`config.mk`:
```
export PLATFORM = sky130hd
export DESIGN_NAME = per_channel_latency_stats_table_flat
export DESIGN_NICKNAME = d
export VERILOG_FILES = /design/src/rtl/pcls_pkg.sv /design/src/rtl/pcls_req_if.sv /design/src/rtl/pcls_res_if.sv /design/src/rtl/per_channel_latency_stats_table.sv /design/src/flat_wrapper.sv
export SDC_FILE = /design/constraint.sdc
export NUM_CORES = 2
export LEC_CHECK = 0
export ABC_AREA = 1
export BUFFER_PORTS_ARGS = -buffer_cell sky130_fd_sc_hd__buf_4
export CAP_MARGIN = 20
export CORE_ASPECT_RATIO = 1.5
export CORE_MARGIN = 2
export CORE_UTILIZATION = 35
export CTS_CLUSTER_DIAMETER = 50
export CTS_CLUSTER_SIZE = 8
export DETAILED_ROUTE_END_ITERATION = 10
export GPL_TIMING_DRIVEN = 0
export PLACE_DENSITY_LB_ADDON = 0.15
export RECOVER_POWER = 100
export SYNTH_ARGS = -nofsm -noshare
export SYNTH_HDL_FRONTEND = slang
export SYNTH_SLANG_ARGS = --single-unit
```
`constraint.sdc`:
```
create_clock -name i_clk -period 11.3 [get_ports i_clk]
set_clock_uncertainty 0.05 [all_clocks]
set_input_delay 0.565 -clock i_clk [delete_from_list [all_inputs] [get_ports i_clk]]
set_output_delay 0.565 -clock i_clk [all_outputs]
set_load 0.05 [all_outputs]
```
`src/rtl/pcls_pkg.sv`:
```
`timescale 1ns / 1ps

package pcls_pkg;

    // defaults for the top level parameters
    localparam int DEF_NUM_CHANNELS = 16;
    localparam int DEF_DELAY_BITS   = 20;

    // fixed widths of the item fields
    localparam int REQ_W   = 2;
    localparam int CH_W    = 8;
    localparam int DS_W    = 20;
    localparam int COUNT_W = 32;

    // request kinds; the unused code behaves as a read
    localparam logic [REQ_W-1:0] REQ_MADE  = 2'd0;
    localparam logic [REQ_W-1:0] REQ_EATEN = 2'd1;
    localparam logic [REQ_W-1:0] REQ_READ  = 2'd2;

    typedef enum logic [1:0] {
        S_IDLE,
        S_READ,
        S_DIV,
        S_OUT
    } t_state_e;

endpackage

```
`src/rtl/pcls_req_if.sv`:
```
`timescale 1ns / 1ps

interface pcls_req_if;
    import pcls_pkg::*;

    logic             valid;
    logic             ready;
    logic [REQ_W-1:0] req_type;
    logic [CH_W-1:0]  channel;
    logic [DS_W-1:0]  delay_sample;

    modport source (output valid, req_type, channel, delay_sample, input ready);
    modport sink   (input valid, req_type, channel, delay_sample, output ready);
endinterface

```
`src/rtl/pcls_res_if.sv`:
```
`timescale 1ns / 1ps

interface pcls_res_if;
    import pcls_pkg::*;

    logic               valid;
    logic               ready;
    logic [CH_W-1:0]    entry_channel;
    logic [COUNT_W-1:0] made_count;
    logic [COUNT_W-1:0] eaten_count;
    logic [DS_W-1:0]    min_delay;
    logic [DS_W-1:0]    max_delay;
    logic [DS_W-1:0]    avg_delay;
    logic               has_sample;
    logic               count_mismatch;
    logic               index_error;

    modport source (output valid, entry_channel, made_count, eaten_count, min_delay,
                     max_delay, avg_delay, has_sample, count_mismatch, index_error,
                     input ready);
    modport sink   (input valid, entry_channel, made_count, eaten_count, min_delay,
                     max_delay, avg_delay, has_sample, count_mismatch, index_error,
                     output ready);
endinterface

```
`src/rtl/per_channel_latency_stats_table.sv`:
```
`timescale 1ns / 1ps
// Per-channel latency statistics table.
// i_req carries events (req_type, channel, delay_sample); o_res returns one item
// per event: the channel's entry after the event, the truncated average delay
// and the has-sample, mismatch and index-error flags. Both channels move an item
// when valid and ready are high at a rising edge.
// The entries live in one synchronous memory of NUM_CHANNELS words. An event is
// taken only in the idle state; the entry is read on the accepting edge,
// updated and written back in the next cycle, then, for an entry with samples,
// the average is formed by a restoring divider that retires one quotient bit
// per cycle. An out-of-range channel goes straight to the output state, an entry
// without samples passes through the read state only, and an entry with samples
// also passes through the divider. A new event is taken only after the result of
// the last one has been loaded into the output register.
// Output items sit in an output register; the next event is taken while a result
// waits there, and the block stalls only when a second result is ready before
// the first is taken.
// Reset (synchronous, active low) clears one valid bit per entry, so every entry
// reads as zero until it is first written; o_res.valid clears at the reset edge.
module per_channel_latency_stats_table #(
    parameter int NUM_CHANNELS = pcls_pkg::DEF_NUM_CHANNELS,
    parameter int DELAY_BITS   = pcls_pkg::DEF_DELAY_BITS
) (
    input  logic        i_clk,
    input  logic        i_rst_n,
    pcls_req_if.sink    i_req,
    pcls_res_if.source  o_res
);
    import pcls_pkg::*;

    localparam int IDX_W      = (NUM_CHANNELS > 1) ? $clog2(NUM_CHANNELS) : 1;
    localparam int TOTAL_BITS = COUNT_W + DELAY_BITS;
    localparam int SUM_W      = TOTAL_BITS + 1;
    localparam int CNT_W      = $clog2(TOTAL_BITS);

    typedef struct packed {
        logic [COUNT_W-1:0]    made;
        logic [COUNT_W-1:0]    eaten;
        logic [DELAY_BITS-1:0] min;
        logic [DELAY_BITS-1:0] max;
        logic [TOTAL_BITS-1:0] total;
        logic                  seen;
    } t_entry;

    t_entry r_mem [NUM_CHANNELS];
    logic [NUM_CHANNELS-1:0] r_valid;

    t_state_e r_state, n_state;

    logic                  w_accept;
    logic                  w_in_range;
    logic [IDX_W-1:0]      w_rd_addr;
    logic [31:0]           w_d_ext;
    logic                  w_out_load;

    logic [REQ_W-1:0]      r_req;
    logic [CH_W-1:0]       r_ch;
    logic [DELAY_BITS-1:0] r_d;

    t_entry                r_rd_data;
    logic                  r_rd_valid;
    t_entry                w_cur;
    t_entry                n_entry;
    logic [SUM_W-1:0]      w_sum;

    logic [COUNT_W-1:0]    r_res_made;
    logic [COUNT_W-1:0]    r_res_eaten;
    logic [DELAY_BITS-1:0] r_res_min;
    logic [DELAY_BITS-1:0] r_res_max;
    logic                  r_res_seen;
    logic                  r_res_mismatch;
    logic                  r_res_err;
    logic                  r_use_avg;

    logic [TOTAL_BITS-1:0] r_dvd;
    logic [COUNT_W-1:0]    r_div;
    logic [COUNT_W-1:0]    r_rem;
    logic [CNT_W-1:0]      r_cnt;
    logic [COUNT_W:0]      w_trial;
    logic                  w_qbit;
    logic [DELAY_BITS-1:0] w_avg_clamp;
    logic [31:0]           w_avg_ext;

    logic                  r_out_valid;
    logic [CH_W-1:0]       r_out_ch;
    logic [COUNT_W-1:0]    r_out_made;
    logic [COUNT_W-1:0]    r_out_eaten;
    logic [DS_W-1:0]       r_out_min;
    logic [DS_W-1:0]       r_out_max;
    logic [DS_W-1:0]       r_out_avg;
    logic                  r_out_seen;
    logic                  r_out_mismatch;
    logic                  r_out_err;

    assign w_accept   = i_req.valid && i_req.ready;
    assign w_in_range = {1'b0, i_req.channel} < (CH_W + 1)'(NUM_CHANNELS);
    assign w_rd_addr  = i_req.channel[IDX_W-1:0];
    assign w_d_ext    = 32'(i_req.delay_sample);
    assign w_out_load = (r_state == S_OUT) && (!r_out_valid || o_res.ready);

    // next state and handshake
    always_comb begin
        n_state     = r_state;
        i_req.ready = 1'b0;
        case (r_state)
            S_IDLE: begin
                i_req.ready = 1'b1;
                if (i_req.valid) begin
                    n_state = w_in_range ? S_READ : S_OUT;
                end
            end
            S_READ: begin
                n_state = n_entry.seen ? S_DIV : S_OUT;
            end
            S_DIV: begin
                if (r_cnt == CNT_W'(TOTAL_BITS - 1)) begin
                    n_state = S_OUT;
                end
            end
            S_OUT: begin
                if (w_out_load) begin
                    n_state = S_IDLE;
                end
            end
            default: begin
                n_state = S_IDLE;
            end
        endcase
    end

    always_ff @(posedge i_clk) begin
        if (!i_rst_n) begin
            r_state <= S_IDLE;
        end else begin
            r_state <= n_state;
        end
    end

    // entry update; an entry never written reads as zero
    always_comb begin
        w_cur   = r_rd_valid ? r_rd_data : '0;
        n_entry = w_cur;
        w_sum   = {1'b0, w_cur.total} + SUM_W'(r_d);
        case (r_req)
            REQ_MADE: begin
                if (w_cur.made != '1) begin
                    n_entry.made = w_cur.made + COUNT_W'(1);
                end
            end
            REQ_EATEN: begin
                if (w_cur.eaten != '1) begin
                    n_entry.eaten = w_cur.eaten + COUNT_W'(1);
                end
                if (!w_cur.seen) begin
                    n_entry.seen  = 1'b1;
                    n_entry.min   = r_d;
                    n_entry.max   = r_d;
                    n_entry.total = TOTAL_BITS'(r_d);
                end else begin
                    if (r_d < w_cur.min) begin
                        n_entry.min = r_d;
                    end
                    if (r_d > w_cur.max) begin
                        n_entry.max = r_d;
                    end
                    // saturate the total on carry out
                    n_entry.total = w_sum[TOTAL_BITS] ? '1 : w_sum[TOTAL_BITS-1:0];
                end
            end
            default: begin
                n_entry = w_cur;
            end
        endcase
    end

    // memory: read on accept, write back in S_READ
    always_ff @(posedge i_clk) begin
        if (w_accept && w_in_range) begin
            r_rd_data <= r_mem[w_rd_addr];
        end
        if (r_state == S_READ) begin
            r_mem[r_ch[IDX_W-1:0]] <= n_entry;
        end
    end

    always_ff @(posedge i_clk) begin
        if (!i_rst_n) begin
            r_valid    <= '0;
            r_rd_valid <= 1'b0;
        end else begin
            if (w_accept && w_in_range) begin
                r_rd_valid <= r_valid[w_rd_addr];
            end
            if (r_state == S_READ) begin
                r_valid[r_ch[IDX_W-1:0]] <= 1'b1;
            end
        end
    end

    // restoring divider step
    assign w_trial = {r_rem, r_dvd[TOTAL_BITS-1]};
    assign w_qbit  = w_trial >= {1'b0, r_div};

    always_ff @(posedge i_clk) begin
        case (r_state)
            S_IDLE: begin
                if (w_accept) begin
                    r_req <= i_req.req_type;
                    r_ch  <= i_req.channel;
                    r_d   <= w_d_ext[DELAY_BITS-1:0];
                    if (!w_in_range) begin
                        r_res_made     <= '0;
                        r_res_eaten    <= '0;
                        r_res_min      <= '0;
                        r_res_max      <= '0;
                        r_res_seen     <= 1'b0;
                        r_res_mismatch <= 1'b0;
                        r_res_err      <= 1'b1;
                        r_use_avg      <= 1'b0;
                    end
                end
            end
            S_READ: begin
                r_res_made     <= n_entry.made;
                r_res_eaten    <= n_entry.eaten;
                r_res_min      <= n_entry.min;
                r_res_max      <= n_entry.max;
                r_res_seen     <= n_entry.seen;
                r_res_mismatch <= n_entry.made != n_entry.eaten;
                r_res_err      <= 1'b0;
                r_use_avg      <= n_entry.seen;
                r_dvd          <= n_entry.total;
                r_div          <= n_entry.eaten;
                r_rem          <= '0;
                r_cnt          <= '0;
            end
            S_DIV: begin
                r_rem <= w_qbit ? COUNT_W'(w_trial - {1'b0, r_div}) : w_trial[COUNT_W-1:0];
                r_dvd <= {r_dvd[TOTAL_BITS-2:0], w_qbit};
                r_cnt <= r_cnt + CNT_W'(1);
            end
            default: begin
                r_cnt <= r_cnt;
            end
        endcase
    end

    // clamp the quotient to the delay range
    assign w_avg_clamp = (r_dvd[TOTAL_BITS-1:DELAY_BITS] != '0) ? '1 : r_dvd[DELAY_BITS-1:0];
    assign w_avg_ext   = 32'(w_avg_clamp);

    always_ff @(posedge i_clk) begin
        if (!i_rst_n) begin
            r_out_valid <= 1'b0;
        end else if (w_out_load) begin
            r_out_valid <= 1'b1;
        end else if (o_res.ready) begin
            r_out_valid <= 1'b0;
        end
    end

    always_ff @(posedge i_clk) begin
        if (w_out_load) begin
            r_out_ch       <= r_ch;
            r_out_made     <= r_res_made;
            r_out_eaten    <= r_res_eaten;
            r_out_min      <= DS_W'(32'(r_res_min));
            r_out_max      <= DS_W'(32'(r_res_max));
            r_out_avg      <= r_use_avg ? w_avg_ext[DS_W-1:0] : '0;
            r_out_seen     <= r_res_seen;
            r_out_mismatch <= r_res_mismatch;
            r_out_err      <= r_res_err;
        end
    end

    assign o_res.valid          = r_out_valid;
    assign o_res.entry_channel  = r_out_ch;
    assign o_res.made_count     = r_out_made;
    assign o_res.eaten_count    = r_out_eaten;
    assign o_res.min_delay      = r_out_min;
    assign o_res.max_delay      = r_out_max;
    assign o_res.avg_delay      = r_out_avg;
    assign o_res.has_sample     = r_out_seen;
    assign o_res.count_mismatch = r_out_mismatch;
    assign o_res.index_error    = r_out_err;

endmodule

```
`src/flat_wrapper.sv`:
```
// flat-port wrapper written by rule: the top's interface ports become plain ports
module per_channel_latency_stats_table_flat import pcls_pkg::*;
#(
    parameter int NUM_CHANNELS = pcls_pkg::DEF_NUM_CHANNELS,
    parameter int DELAY_BITS   = pcls_pkg::DEF_DELAY_BITS
)
  (i_clk, i_rst_n, i_req_valid, i_req_req_type, i_req_channel, i_req_delay_sample, i_req_ready, o_res_valid, o_res_entry_channel, o_res_made_count, o_res_eaten_count, o_res_min_delay, o_res_max_delay, o_res_avg_delay, o_res_has_sample, o_res_count_mismatch, o_res_index_error, o_res_ready);
  pcls_req_if i_req_i ();
  pcls_res_if o_res_i ();
  input  logic i_clk;
  input  logic i_rst_n;
  input wire logic [$bits(i_req_i.valid)-1:0] i_req_valid;
  input wire logic [$bits(i_req_i.req_type)-1:0] i_req_req_type;
  input wire logic [$bits(i_req_i.channel)-1:0] i_req_channel;
  input wire logic [$bits(i_req_i.delay_sample)-1:0] i_req_delay_sample;
  output wire logic [$bits(i_req_i.ready)-1:0] i_req_ready;
  output wire logic [$bits(o_res_i.valid)-1:0] o_res_valid;
  output wire logic [$bits(o_res_i.entry_channel)-1:0] o_res_entry_channel;
  output wire logic [$bits(o_res_i.made_count)-1:0] o_res_made_count;
  output wire logic [$bits(o_res_i.eaten_count)-1:0] o_res_eaten_count;
  output wire logic [$bits(o_res_i.min_delay)-1:0] o_res_min_delay;
  output wire logic [$bits(o_res_i.max_delay)-1:0] o_res_max_delay;
  output wire logic [$bits(o_res_i.avg_delay)-1:0] o_res_avg_delay;
  output wire logic [$bits(o_res_i.has_sample)-1:0] o_res_has_sample;
  output wire logic [$bits(o_res_i.count_mismatch)-1:0] o_res_count_mismatch;
  output wire logic [$bits(o_res_i.index_error)-1:0] o_res_index_error;
  input wire logic [$bits(o_res_i.ready)-1:0] o_res_ready;
  assign i_req_i.valid = i_req_valid;
  assign i_req_i.req_type = i_req_req_type;
  assign i_req_i.channel = i_req_channel;
  assign i_req_i.delay_sample = i_req_delay_sample;
  assign i_req_ready = i_req_i.ready;
  assign o_res_valid = o_res_i.valid;
  assign o_res_entry_channel = o_res_i.entry_channel;
  assign o_res_made_count = o_res_i.made_count;
  assign o_res_eaten_count = o_res_i.eaten_count;
  assign o_res_min_delay = o_res_i.min_delay;
  assign o_res_max_delay = o_res_i.max_delay;
  assign o_res_avg_delay = o_res_i.avg_delay;
  assign o_res_has_sample = o_res_i.has_sample;
  assign o_res_count_mismatch = o_res_i.count_mismatch;
  assign o_res_index_error = o_res_i.index_error;
  assign o_res_i.ready = o_res_ready;
  per_channel_latency_stats_table #(.NUM_CHANNELS(NUM_CHANNELS), .DELAY_BITS(DELAY_BITS)) u_core (.i_clk(i_clk), .i_rst_n(i_rst_n), .i_req(i_req_i), .o_res(o_res_i));
endmodule
```
==> results.json <==
{
  "endpoint_kind": "flop",
  "synth_top_family_by_area": "compound AO/OA/AOI/OAI gates",
  "failed_checks": "max-capacitance violations, max-slew violations",
  "routed_wl_mm": 572.4,
  "cts_setup_buffers": 0,
  "fin_total_pwr_mw": 30.82,
  "utilization_pct": 40.80,
  "core_area_um2": 362100,
  "route.met3.wl_mm": 47.31,
  "numCtsBuffers": 444,
  "die-area_um2": 368000,
  "cp.arrival_ps": 10170,
  "post-place-ws_ps": 3030,
  "die_h_um": 742,
  "synth_ff_type": "edfxtp_1",
  "grt_pass1_vias": 91500,
  "ys_ff_latch": 3083,
  "antenna_left": 0,
  "finalCritPeriodShare_pct": 85.68,
  "crit_top_cell": "clkbuf_1",
  "finalCriticalPeriod_ps": 9681,
  "critPathMaxStageDelay_ps": 1020,
  "yosys.cell_count.top_type": "edfxtp_1",
  "avgRoutedWirePerCell_um": 35.52,
  "synthTopCellsByArea": "edfxtp_1, o21ai_0, nor2_1, nand2_1, o22ai_1",
  "drt-met1-wl_mm": 204.1,
  "grt_pass1_wl_mm": 765.2,
  "critical_path_class": "flop to flop",
  "grt_usage_pct": 30.30,
  "cp_max_fo": 16,
  "critPathLaunchType": "flop",
  "die_w_um": 496,
  "synth_top_area_cell": "edfxtp_1",
  "powerDensity_nw_per_um2": 208.6,
  "placed_area_um2": 139700,
  "syn_inst": 10310,
  "drc": 0,
  "clock_path_buffers": 4,
  "ios": 171,
  "std_cell_rows": 271,
  "gp_congestion": 0.9719,
  "cts_sinks": 3083,
  "nFillCells": 34310,
  "critPathTopFamily": "buffers and inverters",
  "finalWorstSetupSlack_ps": 1619,
  "cts.reportedPaths.clkPinSlew_ps": 50,
  "start_util_pct": 35.09,
  "dp_hpwl_mm": 416.2,
  "synth-xor-area-share_pct": 0.4618,
  "overflow": 0,
  "relSlewSlack_pct": -154.6,
  "finalInstanceArea_um2": 147700,
  "maxCapViolCount": 171,
  "top_layer": "met5",
  "area_growth_syn_to_layout_pct": 16.26,
  "synth_edf_count": 3063,
  "clk_latency_ps": 1010,
  "drv_slew": 3274,
  "nNetsFinal": 11350,
  "vias": 94220,
  "synth_cell_types": 54,
  "setup_tns_ps": 0,
  "hold_class": "primary input to flop",
  "synthMuxAreaShare_pct": 0.1103,
  "viasPerCell": 5.846,
  "worst-path-buf-inv": 11,
  "synth_common_cells": "edfxtp_1, nor2_1, o21ai_0, nand2_1, clkbuf_1",
  "ys_seq_area_share_pct": 72.69,
  "htreeDepth": 5,
  "synth_fp_nets": 10440,
  "rsz0062_at_grt": "false",
  "synthAdderAreaFrac_pct": 0.9964,
  "hold_viol": 0,
  "dr.first_iter.drc_count": 11570,
  "port_buffers": 170,
  "max_freq_ghz": 0.1033,
  "leakage_nw": 48.84,
  "timing.critical_path.required_ps": 11790,
  "synth-compound-area-share_pct": 11.98,
  "cp_cell_sequence": "clkbuf_1 -> buf_8 -> buf_6 -> clkbuf_1 -> buf_4 -> buf_2 -> clkbuf_1 -> clkbuf_1 -> clkbuf_1 -> nand2_1 -> ha_1 -> nand4_1 -> nor4b_1 -> nand2_1 -> nand3_1 -> nand2_1 -> nand2_1 -> nand2_1 -> clkbuf_1 -> o21ai_0 -> inv_1",
  "yosysTopAreaCellShare_pct": 72.38,
  "antenna_found_initial": 66,
  "wl_met2_mm": 270.2,
  "outcome": "finished with violations",
  "drive_gt1_share_pct": 5.737,
  "dr.pass1.iters": 9,
  "critPathSlowestCell": "clkbuf_1",
  "setup_viol": 0,
  "worstMarginPinSlew_ps": 3819,
  "yosysWarnings": 0,
  "synth-simple-area-share_pct": 10.49,
  "syn_area_um2": 127100,
  "grt_max_degree": 59,
  "synthArstFlopShare_pct": 0,
  "cts_root_buf": "clkbuf_16",
  "cts_tree": "done",
  "max-vdd-ir-drop_uv": 129.0,
  "syn_area_per_cell_um2": 12.33
}
## sequential cells by signal (all words and copies together), names as in the netlist, 32 cells and up
register	cells
u_core.r_rd_data	157
u_core.r_res_made	32
u_core.r_res_eaten	32
u_core.o_res.made_count	32
u_core.r_div	32
u_core.r_rem	32
u_core.r_mem	2512
u_core.o_res.eaten_count	32
u_core.r_dvd	52
## metrics by stage
stage,hold slack [ps],cells
final,76.29,16120
after detailed placement,354.5,15510
after global routing,100.1,16100
after CTS,4.434,16080
after floorplan,350.3,10310
after global placement,354.5,15260
## layout make-up
cell class	instances	area [um^2]	area share [%]
multi-input combinational	6155	30410	20.58
antenna	27	67.56	0.04573
clock inverter	45	661.9	0.4480
inverter	435	1633	1.105
timing repair buffer	466	2681	1.815
sequential	3083	92380	62.53
tap	4777	5977	4.045
buffer	635	2515	1.702
clock buffer	493	11420	7.731
## cell usage in the layout (no fill, tap or decap), types with 88 or more instances in the layout
cell / netlist / layout
o211ai_1: 88 / 88
inv_1: 409 / 428
clkbuf_1: 558 / 961
o21ai_0: 1567 / 1643
ha_1: 98 / 98
a21oi_1: 165 / 165
edfxtp_1: 3063 / 3063
nand3_1: 315 / 317
nand2_1: 1007 / 1013
o221ai_1: 240 / 240
clkbuf_16: 0 / 450
nor2_1: 1820 / 1823
o22ai_1: 464 / 464
## what timing repair did
| action | CTS | global route |
|---|---|---|
| endpoints found under the hold margin | 39 | 0 |
| gates resized for setup | 0 | 0 |
| endpoints found under the setup margin | 0 | 0 |
| hold buffers | 31 | 0 |
## logic make-up (layout without fill, tap and decap cells)
group,Yosys count,after routing
compound gates,2659,2659
xor+xnor,67,67
fa+ha+maj,100,100
buf+inv,1070,2074
flops,3083,3083
mux,14,14
other cells,0,27
simple gates,3315,3315
## routing by layer
layer / global-route usage [%] / vias up
li1: - / 39490
met1: 35.98 / 47760
met2: 49.76 / 5504
met3: 4.797 / 1463
met4: 22.05 / 6
met5: 0 / -
## power breakdown
group,internal [mW],total (mW),switching (mW)
registers,13.9,14.2,0.335
clock network,7.18,12.1,4.88
logic,0.905,4.56,3.66
total,21.9,30.8,8.87
## final timing paths
check | start | end | slack (ps) | cells after the start
max | u_core.r_rd_valid | u_core.r_mem[14][61] | 1620 | 21
min | i_req_valid | u_core.r_state[0] | 80 | 5
max reg2reg | u_core.r_rd_valid | u_core.r_mem[14][61] | 1620 | 21
min reg2reg | u_core.r_res_made[14] | u_core.o_res.made_count[14] | 360 | 0
## worst reg2reg max path: stages, from the launching register on
cell,delay [ps]
dfxtp_1,320
clkbuf_1,730
buf_8,360
buf_6,290
clkbuf_1,1020
buf_4,460
buf_2,600
clkbuf_1,690
clkbuf_1,570
clkbuf_1,570
nand2_1,120
ha_1,330
nand4_1,130
nor4b_1,700
nand2_1,110
nand3_1,120
nand2_1,70
nand2_1,70
nand2_1,70
clkbuf_1,270
o21ai_0,960
inv_1,610
Power figures use the tool's default switching activity.
